===== src/crmad_pkg.sv =====
// Package for the clipped range mean absolute difference unit.
// Holds widths, constants, payload and queue entry types and a shared helper.
// Depends on nothing; every other file of the block imports it.
`timescale 1ns / 1ps

package crmad_pkg;

  localparam int MAX_BEAMS    = 1024;
  localparam int RANGE_W      = 16;
  localparam int FRAC_W       = 8;
  localparam int MEAN_W       = 24;
  localparam int CNT_W        = $clog2(MAX_BEAMS + 1);
  localparam int SUM_W        = RANGE_W + CNT_W;
  localparam int DIVD_W       = SUM_W + FRAC_W;
  localparam int ITER_W       = $clog2(DIVD_W);
  localparam int QUEUE_DEPTH  = 2;
  localparam int QPTR_W       = (QUEUE_DEPTH > 1) ? $clog2(QUEUE_DEPTH) : 1;
  localparam int QCNT_W       = $clog2(QUEUE_DEPTH + 1);

  localparam logic [RANGE_W-1:0] CUTOFF_RESET = RANGE_W'(10000);

  typedef struct packed {
    logic [RANGE_W-1:0] range_mm;
    logic               is_last;
  } in_item_t;

  typedef struct packed {
    logic [MEAN_W-1:0] mean_difference;
    logic              beam_overflow;
  } out_item_t;

  typedef struct packed {
    logic [SUM_W-1:0]   diff_sum;
    logic [RANGE_W-1:0] prev_clipped;
    logic [RANGE_W-1:0] first_clipped;
    logic [CNT_W-1:0]   beam_count;
    logic               overflow_seen;
  } scan_entry_t;

  typedef struct packed {
    logic full;
    logic empty;
  } queue_status_t;

  function automatic logic [RANGE_W-1:0] abs_diff(input logic [RANGE_W-1:0] a,
                                                  input logic [RANGE_W-1:0] b);
    abs_diff = (a > b) ? (a - b) : (b - a);
  endfunction

endpackage


===== src/crmad_front.sv =====
// Front part: clips each range, accumulates the scan and hands closed scans on.
// Depends on crmad_pkg; feeds crmad_queue.
`timescale 1ns / 1ps

module crmad_front (
  input  logic                     clk_i,
  input  logic                     rst_ni,
  input  logic                     cfg_we_i,
  input  logic [15:0]              cfg_wdata_i,
  input  logic                     in_valid_i,
  output logic                     in_stall_o,
  input  crmad_pkg::in_item_t      in_data_i,
  input  crmad_pkg::queue_status_t q_status_i,
  output logic                     push_o,
  output crmad_pkg::scan_entry_t   push_entry_o
);
  import crmad_pkg::*;

  logic [RANGE_W-1:0] cutoff_q;
  logic [RANGE_W-1:0] first_q, first_d;
  logic [RANGE_W-1:0] prev_q, prev_d;
  logic [SUM_W-1:0]   sum_q, sum_d;
  logic [CNT_W-1:0]   count_q, count_d;
  logic               ovf_q, ovf_d;
  logic [RANGE_W-1:0] clipped;
  logic               accept;

  assign in_stall_o = q_status_i.full;
  assign accept     = in_valid_i && !in_stall_o;
  assign clipped    = (in_data_i.range_mm > cutoff_q) ? cutoff_q : in_data_i.range_mm;

  always_comb begin
    first_d = first_q;
    prev_d  = prev_q;
    sum_d   = sum_q;
    count_d = count_q;
    ovf_d   = ovf_q;
    if (count_q == '0) begin
      first_d = clipped;
      prev_d  = clipped;
      count_d = CNT_W'(1);
    end else if (count_q < CNT_W'(MAX_BEAMS)) begin
      sum_d   = sum_q + SUM_W'(abs_diff(clipped, prev_q));
      prev_d  = clipped;
      count_d = count_q + CNT_W'(1);
    end else begin
      ovf_d = 1'b1;
    end
  end

  assign push_o                     = accept && in_data_i.is_last;
  assign push_entry_o.diff_sum      = sum_d;
  assign push_entry_o.prev_clipped  = prev_d;
  assign push_entry_o.first_clipped = first_d;
  assign push_entry_o.beam_count    = count_d;
  assign push_entry_o.overflow_seen = ovf_d;

  always_ff @(posedge clk_i or negedge rst_ni) begin
    if (!rst_ni) begin
      cutoff_q <= CUTOFF_RESET;
      first_q  <= '0;
      prev_q   <= '0;
      sum_q    <= '0;
      count_q  <= '0;
      ovf_q    <= 1'b0;
    end else begin
      if (cfg_we_i) begin
        cutoff_q <= cfg_wdata_i;
      end
      if (accept) begin
        if (in_data_i.is_last) begin
          first_q <= '0;
          prev_q  <= '0;
          sum_q   <= '0;
          count_q <= '0;
          ovf_q   <= 1'b0;
        end else begin
          first_q <= first_d;
          prev_q  <= prev_d;
          sum_q   <= sum_d;
          count_q <= count_d;
          ovf_q   <= ovf_d;
        end
      end
    end
  end

endmodule


===== src/crmad_queue.sv =====
// Short queue of closed scans between the front and the back part.
// Depends on crmad_pkg.
`timescale 1ns / 1ps

module crmad_queue (
  input  logic                     clk_i,
  input  logic                     rst_ni,
  input  logic                     push_i,
  input  crmad_pkg::scan_entry_t   push_entry_i,
  input  logic                     pop_i,
  output crmad_pkg::scan_entry_t   head_o,
  output crmad_pkg::queue_status_t status_o
);
  import crmad_pkg::*;

  scan_entry_t         slots_q [QUEUE_DEPTH];
  logic [QPTR_W-1:0]   wr_ptr_q;
  logic [QPTR_W-1:0]   rd_ptr_q;
  logic [QCNT_W-1:0]   fill_q;
  logic                do_push;
  logic                do_pop;

  assign status_o.full  = (fill_q == QCNT_W'(QUEUE_DEPTH));
  assign status_o.empty = (fill_q == '0);
  assign do_push        = push_i && !status_o.full;
  assign do_pop         = pop_i && !status_o.empty;
  assign head_o         = slots_q[rd_ptr_q];

  function automatic logic [QPTR_W-1:0] next_ptr(input logic [QPTR_W-1:0] p);
    next_ptr = (p == QPTR_W'(QUEUE_DEPTH - 1)) ? '0 : p + QPTR_W'(1);
  endfunction

  always_ff @(posedge clk_i) begin
    if (do_push) begin
      slots_q[wr_ptr_q] <= push_entry_i;
    end
  end

  always_ff @(posedge clk_i or negedge rst_ni) begin
    if (!rst_ni) begin
      wr_ptr_q <= '0;
      rd_ptr_q <= '0;
      fill_q   <= '0;
    end else begin
      if (do_push) begin
        wr_ptr_q <= next_ptr(wr_ptr_q);
      end
      if (do_pop) begin
        rd_ptr_q <= next_ptr(rd_ptr_q);
      end
      if (do_push && !do_pop) begin
        fill_q <= fill_q + QCNT_W'(1);
      end else if (do_pop && !do_push) begin
        fill_q <= fill_q - QCNT_W'(1);
      end
    end
  end

endmodule


===== src/crmad_back.sv =====
// Back part: closes the ring, divides the sum by the beam count bit by bit,
// saturates and holds the result in the output register. Depends on crmad_pkg.
`timescale 1ns / 1ps

module crmad_back (
  input  logic                     clk_i,
  input  logic                     rst_ni,
  input  crmad_pkg::scan_entry_t   head_i,
  input  crmad_pkg::queue_status_t q_status_i,
  output logic                     pop_o,
  output logic                     out_valid_o,
  input  logic                     out_stall_i,
  output crmad_pkg::out_item_t     out_data_o
);
  import crmad_pkg::*;

  typedef enum logic [1:0] {
    S_IDLE,
    S_CLOSE,
    S_DIV,
    S_OUT
  } state_e;

  state_e             state_q;
  scan_entry_t        job_q;
  logic [DIVD_W-1:0]  dvd_q;
  logic [CNT_W-1:0]   rem_q;
  logic [ITER_W-1:0]  iter_q;
  logic               out_valid_q;
  out_item_t          out_q;
  logic [CNT_W:0]     rem_shift;
  logic               q_bit;
  logic [CNT_W:0]     rem_sub;
  logic [SUM_W-1:0]   closed_sum;
  logic [MEAN_W-1:0]  mean_sat;
  logic               out_free;

  assign pop_o       = (state_q == S_IDLE) && !q_status_i.empty;
  assign out_valid_o = out_valid_q;
  assign out_data_o  = out_q;
  assign out_free    = !out_valid_q || !out_stall_i;

  assign closed_sum = job_q.diff_sum + SUM_W'(abs_diff(job_q.prev_clipped,
                                                       job_q.first_clipped));
  assign rem_shift  = {rem_q, dvd_q[DIVD_W-1]};
  assign q_bit      = (rem_shift >= {1'b0, job_q.beam_count});
  assign rem_sub    = rem_shift - {1'b0, job_q.beam_count};
  assign mean_sat   = (|dvd_q[DIVD_W-1:MEAN_W]) ? '1 : dvd_q[MEAN_W-1:0];

  always_ff @(posedge clk_i or negedge rst_ni) begin
    if (!rst_ni) begin
      state_q     <= S_IDLE;
      job_q       <= '0;
      dvd_q       <= '0;
      rem_q       <= '0;
      iter_q      <= '0;
      out_valid_q <= 1'b0;
      out_q       <= '0;
    end else begin
      if ((state_q == S_OUT) && out_free) begin
        out_valid_q <= 1'b1;
      end else if (!out_stall_i) begin
        out_valid_q <= 1'b0;
      end
      unique case (state_q)
        S_IDLE: begin
          if (pop_o) begin
            job_q   <= head_i;
            state_q <= S_CLOSE;
          end
        end
        S_CLOSE: begin
          dvd_q   <= {closed_sum, {FRAC_W{1'b0}}};
          rem_q   <= '0;
          iter_q  <= '0;
          state_q <= S_DIV;
        end
        S_DIV: begin
          rem_q  <= q_bit ? rem_sub[CNT_W-1:0] : rem_shift[CNT_W-1:0];
          dvd_q  <= {dvd_q[DIVD_W-2:0], q_bit};
          iter_q <= iter_q + ITER_W'(1);
          if (iter_q == ITER_W'(DIVD_W - 1)) begin
            state_q <= S_OUT;
          end
        end
        S_OUT: begin
          if (out_free) begin
            out_q.mean_difference <= mean_sat;
            out_q.beam_overflow   <= job_q.overflow_seen;
            state_q               <= S_IDLE;
          end
        end
        default: state_q <= S_IDLE;
      endcase
    end
  end

endmodule


===== src/clipped_range_mean_abs_difference_unit.sv =====
// Top level of the clipped range mean absolute difference unit.
// Depends on crmad_pkg, crmad_front, crmad_queue and crmad_back.
//
//   channel  direction  handshake              payload
//   cfg      in         cfg_we_i               cfg_wdata_i (range cutoff, mm)
//   in       in         in_valid_i/in_stall_o  in_data_i (range_mm, is_last)
//   out      out        out_valid_o/out_stall_i out_data_o (mean_difference, beam_overflow)
//
// Range samples are taken one per cycle while the queue has room.
// In the back part a closed scan passes the close, divide and output states in turn;
// the restoring divider yields one quotient bit per cycle.
// Up to two closed scans wait in the queue; in_stall_o rises only while it is full.
// Reset clears all scan state and sets the cutoff to 10000 mm.
`timescale 1ns / 1ps

module clipped_range_mean_abs_difference_unit (
  input  logic                  clk_i,
  input  logic                  rst_ni,
  input  logic                  cfg_we_i,
  input  logic [15:0]           cfg_wdata_i,
  input  logic                  in_valid_i,
  output logic                  in_stall_o,
  input  crmad_pkg::in_item_t   in_data_i,
  output logic                  out_valid_o,
  input  logic                  out_stall_i,
  output crmad_pkg::out_item_t  out_data_o
);
  import crmad_pkg::*;

  logic          push;
  scan_entry_t   push_entry;
  logic          pop;
  scan_entry_t   head;
  queue_status_t q_status;

  crmad_front u_front (
    .clk_i        (clk_i),
    .rst_ni       (rst_ni),
    .cfg_we_i     (cfg_we_i),
    .cfg_wdata_i  (cfg_wdata_i),
    .in_valid_i   (in_valid_i),
    .in_stall_o   (in_stall_o),
    .in_data_i    (in_data_i),
    .q_status_i   (q_status),
    .push_o       (push),
    .push_entry_o (push_entry)
  );

  crmad_queue u_queue (
    .clk_i        (clk_i),
    .rst_ni       (rst_ni),
    .push_i       (push),
    .push_entry_i (push_entry),
    .pop_i        (pop),
    .head_o       (head),
    .status_o     (q_status)
  );

  crmad_back u_back (
    .clk_i       (clk_i),
    .rst_ni      (rst_ni),
    .head_i      (head),
    .q_status_i  (q_status),
    .pop_o       (pop),
    .out_valid_o (out_valid_o),
    .out_stall_i (out_stall_i),
    .out_data_o  (out_data_o)
  );

endmodule


===== config.mk =====
export PLATFORM = sky130hd
export DESIGN_NAME = clipped_range_mean_abs_difference_unit
export DESIGN_NICKNAME = d
export VERILOG_FILES = /design/src/crmad_pkg.sv /design/src/crmad_front.sv /design/src/crmad_queue.sv /design/src/crmad_back.sv /design/src/clipped_range_mean_abs_difference_unit.sv
export SDC_FILE = /design/constraint.sdc
export NUM_CORES = 1
export LEC_CHECK = 0
export BUFFER_PORTS_ARGS = -buffer_cell sky130_fd_sc_hd__buf_2
export CAP_MARGIN = 20
export CORE_MARGIN = 3
export CORE_UTILIZATION = 35
export CTS_BUF_LIST = sky130_fd_sc_hd__clkbuf_4 sky130_fd_sc_hd__clkbuf_8 sky130_fd_sc_hd__clkbuf_16
export CTS_CLUSTER_SIZE = 28
export DETAILED_ROUTE_END_ITERATION = 16
export PLACE_DENSITY = 0.5
export SETUP_SLACK_MARGIN = 0.5
export SKIP_CTS_REPAIR_TIMING = 1
export SYNTH_ARGS = -nofsm -noshare
export SYNTH_HDL_FRONTEND = slang
export SYNTH_HIERARCHICAL = 1
export SYNTH_SLANG_ARGS = --single-unit

===== constraint.sdc =====
create_clock -name clk_i -period 6.3 [get_ports clk_i]
set_input_delay 0.945 -clock clk_i [delete_from_list [all_inputs] [get_ports clk_i]]
set_output_delay 0.945 -clock clk_i [all_outputs]
set_load 0.1 [all_outputs]

== Word level (Yosys, flattened, before mapping) ==
Memories as Yosys holds them, arrays and structs flattened. A register that Yosys moved wholly into a read port is not among the register bits.
Index checks and enable logic that the tools add are counted.
Operators by class
  add/sub/neg operators: 13
  order comparisons: 5
  equality and inequality tests: 9
  multiplexer cells: 34
  reduce and logical (&&, ||, !) cells: 25
Operators by type and width (number)
  $mux W16: 8
  $mux W27: 3
  $pmux W35 S2: 1
  $sub A16 B16 Y16: 4
  $add A27 B16 Y27: 2
  $gt A16 B16 Y1: 3
  $mux W11: 4
  $mux W24: 1
  $pmux W11 S2: 1
  $ge A12 B11 Y1: 1
  $pmux W6 S2: 1
  $add A11 B1 Y11 const B: 1
  $logic_not A11 Y1: 1
  $lt A11 B11 Y1 const B: 1
  $reduce_or A11 Y1: 1
  $sub A11 B11 Y11: 1
  $mux W2: 5
  $mux W1: 9
  $logic_and A1 B1 Y1: 8
  $pmux W2 S4: 1
  $logic_not A1 Y1: 7
  $add A6 B1 Y6 const B: 1
  $eq A2 B2 Y1 const B: 3
  $eq A6 B6 Y1 const B: 1
  other kinds (11): 17
Word-level totals
  register bits after elaboration: 171
  bits in writable memories: 142
  word-level logic and storage cells: 103
  memories kept: 1
Memories
  u_queue.slots_q: words 2, bits a word 71, read ports 1, clocked after memory_dff 1, write ports 1, RTL line crmad_queue.sv:16  | scan_entry_t slots_q [QUEUE_DEPTH];

== Depth between registers and ports, before layout ==
  depth after elaboration: 9
  depth in mapped cells: 32
  depth with buffers taken out: 28

== Cells and area by module ==
Netlist, hierarchy kept.
Modules (own cells, without submodules)
  crmad_back: times used 1, cells each 970, area each 9187.6 um^2, sequential area each 3778.6 um^2
  crmad_front: times used 1, cells each 881, area each 7424.6 um^2, sequential area each 2183.3 um^2
  crmad_queue: times used 1, cells each 240, area each 5670.4 um^2, sequential area each 4364.2 um^2

== Worst setup path after synthesis ==
No wires, ideal clock.
  path type: input to register
  start point: input in_data_i[16] (netlist bit)
  end point: memory u_queue/slots_q[0][70] (netlist bit) (data pin)
  setup time: 264 ps
  arrival time: 6099 ps
  required time: 6036 ps
  setup slack: -63 ps
  stages: 26
  path buffers: 2
  cells stage by stage: ha_1 nand4_1 or3_1 o221ai_1 o21a_1 buf_6 buf_12 mux2i_1 ha_1 fa_1 and2b_1 o2111a_2 nor3_2 o31ai_2 nand2_2 mux2_2 nor2_1 xnor2_1 ha_1 and3_1 nand2_1 o211ai_2 a221o_1 a31oi_4 and4bb_1 xor2_1
RTL lines
  start, declared: RTL line clipped_range_mean_abs_difference_unit.sv:23  | input crmad_pkg::in_item_t in_data_i,
  end, declared: RTL line crmad_queue.sv:16

==> flow_summary.ini <==
[sta]
worstMarginPinSlew_ps = 1055
finalCriticalPeriod_ps = 6229
slew_headroom = 0.2953
rsz0062_at_grt = yes
clock_skew_ps = 22.03
hold_violations = 0
hold_ws_ps = 387.5
post-route-period-util = 0.9887
drv_slew = 0
setup_viol = 0
fmax_ghz = 0.1605

[synth]
netlist_instances = 2091
yosysUniqueCellTypes = 100
synthFlopType = dfrtp_1
synth_xor_area_frac = 0.03420
synth_top_family_by_area = compound AO/OA/AOI/OAI gates
synth-edff-count = 142
synthArstFlopShare = 0.6302
yosys.area_share.simple = 0.1070
seq_area_frac_synth = 0.4634
ys.warnings.count = 6
synthAdderAreaFrac = 0.08153
ys_ff_latch = 384
synth_area_um2 = 22280
synthesis.nets = 2270
synthMuxAreaShare = 0.09944
synth_compound_area_frac = 0.1579
syn_avg_cell_area_um2 = 10.66

[layout]
area_growth_pct = 19.47
layout.nets = 2466
drive_gt1_frac = 0.2560
final_util = 0.4266
diodes = 0
stdcell_area_um2 = 26620
nFillCells = 6016

[clocking]
cts.sinks = 384
htree_levels = 2
root_buffer = clkbuf_16
clkLatencyLatePin_ps = 580
cts_tree = built
clk_pin_slew_ps = 60
cts.path.max_buffers = 3
cts_buffers = 45

[drt]
vias_per_cell = 4.979
drtIter0Drc = 925
wl_per_cell_um = 17.07
drt-total-wl_um = 53970
drt_first_pass_iters = 5
via_count = 15740
route.detailed.drc = 0
drtAntennaViolNets = 0

[critical_path]
cp.arrival_ps = 6540
end_kind = register
slowest_stage = dfstp_2
path_class = register to register
cp_max_fo = 7
startpoint_type = register
worstPathRequired_ps = 6610
critical_path.max_stage_delay_ps = 540
critPathBufInv = 5
cp_top_family = simple AND/OR/NAND/NOR gates

[global_route]
grt_pass1_vias = 15600
grt_max_degree = 153
antenna_found_initial = 0
grt_overflow = 0
grt_pass1_wl_um = 86600
grtUsageTotal = 0.1596

[floorplanning]
dieArea_um2 = 66730
die_w_um = 258.3
start_util = 0.3571
std_cell_rows = 91
core_um2 = 62390
die_h_um = 258.3
ios = 65

[hold_path]
hp-class = input port to asynchronous set/reset pin

[placed_design]
gp_congestion = 0.8480
placed_cell_area_um2 = 24530
io_buffers = 64
dp_hpwl_um = 38640

[job]
max_cap_violations = 0

[outcome]
status = finished, final reports clean
==> cells in the mapped netlist (all sizes together) (11+ instances only) <==
| cell type | count | share of area |
|---|---|---|
| dfrtp | 237 | 0.27 |
| nand2 | 219 | 0.037 |
| o21ai | 209 | 0.047 |
| inv | 158 | 0.027 |
| edfxtp | 142 | 0.19 |
| ha | 134 | 0.075 |
| mux2 | 128 | 0.077 |
| a21oi | 98 | 0.023 |
| nor2 | 83 | 0.014 |
| clkbuf | 62 | 0.011 |
| a21o | 52 | 0.018 |
| mux2i | 50 | 0.023 |
| xnor2 | 45 | 0.018 |
| nand3 | 44 | 0.010 |
| buf | 43 | 0.019 |
| xor2 | 42 | 0.017 |
| nand4 | 32 | 0.0097 |
| o22a | 25 | 0.0098 |
| nor2b | 23 | 0.0065 |
| a31oi | 17 | 0.0054 |
| nor3 | 17 | 0.0043 |
| o221ai | 16 | 0.0066 |
| a22o | 15 | 0.0059 |
| o211ai | 15 | 0.0055 |
| and3 | 14 | 0.0039 |
| o21a | 13 | 0.0044 |
| a211oi | 11 | 0.0044 |
| o21bai | 11 | 0.0037 |
==> logic make-up after synthesis <==
family	Yosys count
compound gates	542
xor+xnor	87
fa+ha+maj	141
buf+inv	264
flops	384
mux	178
simple gates	495
==> cell usage in the layout, fill, tap and decap left out, types with 12 or more instances in the layout <==
cell and count:
a21o_1 50, a21oi_1 85, a22o_1 15, a31oi_1 13, and3_1 12, buf_2 63
buf_4 180, clkbuf_16 46, dfrtp_1 236, edfxtp_1 142, ha_1 123, inv_1 146
inv_2 12, mux2_2 53, mux2_4 74, mux2i_1 46, nand2_1 215, nand3_1 42
nand4_1 31, nor2_1 77, nor2b_1 22, nor3_1 12, o211ai_1 13, o21a_1 12
o21ai_0 178, o21ai_1 26, o221ai_1 13, o22a_1 25, xnor2_1 41, xor2_1 34
==> metal layers <==
metal | part of all wire | up-vias | wire [µm] | GRT usage
li1 | - | 7898 | - | -
met3 | 0.034 | 61 | 1842 | 0.02394
met4 | 0.021 | 0 | 1146 | 0.03758
met1 | 0.50 | 7558 | 27240 | 0.2370
met2 | 0.44 | 223 | 23750 | 0.2446
met5 | 0 | - | 0 | 0
==> per-stage QoR <==
stage / worst slack, ps / std cells / TNS (ps)
CTS: -69.06 / 3152 / -519.3
detailed placement: -511.9 / 3068 / -22580
finish: 71.28 / 3161 / 0
global placement: -483.4 / 3067 / -21590
floorplan: 83.40 / 2091 / 0
global route: -180.7 / 3161 / -3642
==> final timing paths <==
check	startpoint	endpoint	slack, ps	depth (start not counted)
setup / recovery	u_front/cutoff_q[9]	u_queue/slots_q[0][70]	70	25
hold / removal	rst_ni	u_back/rem_q[8]	390	1
setup reg to reg	u_front/cutoff_q[9]	u_queue/slots_q[0][70]	70	25
hold reg to reg	u_front/first_q[4]	u_front/first_q[4]	480	2
max in group asynchronous	rst_ni	u_front/cutoff_q[14]	4570	2
min in group clk_i	u_front/first_q[4]	u_front/first_q[4]	480	2
==> final cells by class <==
type,count,area [µm²],share of cell area
sequential,384,10330,0.3880
timing repair buffer,254,1854,0.06966
tap,837,1047,0.03934
inverter,159,596.8,0.02242
clock inverter,25,321.6,0.01208
multi-input combinational,1443,11200,0.4208
clock buffer,59,1269,0.04766
==> flip-flops by register name (all words and copies together) (netlist names), 2 cells and up <==
register	flops
u_queue/slots_q	142
u_back/job_q	71
u_back/dvd_q	35
u_front/sum_q	27
u_back/out_data_o	25
u_front/cutoff_q	16
u_front/first_q	16
u_front/prev_q	16
u_back/rem_q	11
u_front/count_q	11
u_back/iter_q	6
u_back/state_q	2
u_queue/fill_q	2
Power is not shown: default switching activity piles up to over one toggle a cycle in this logic, so the estimate is an artifact.
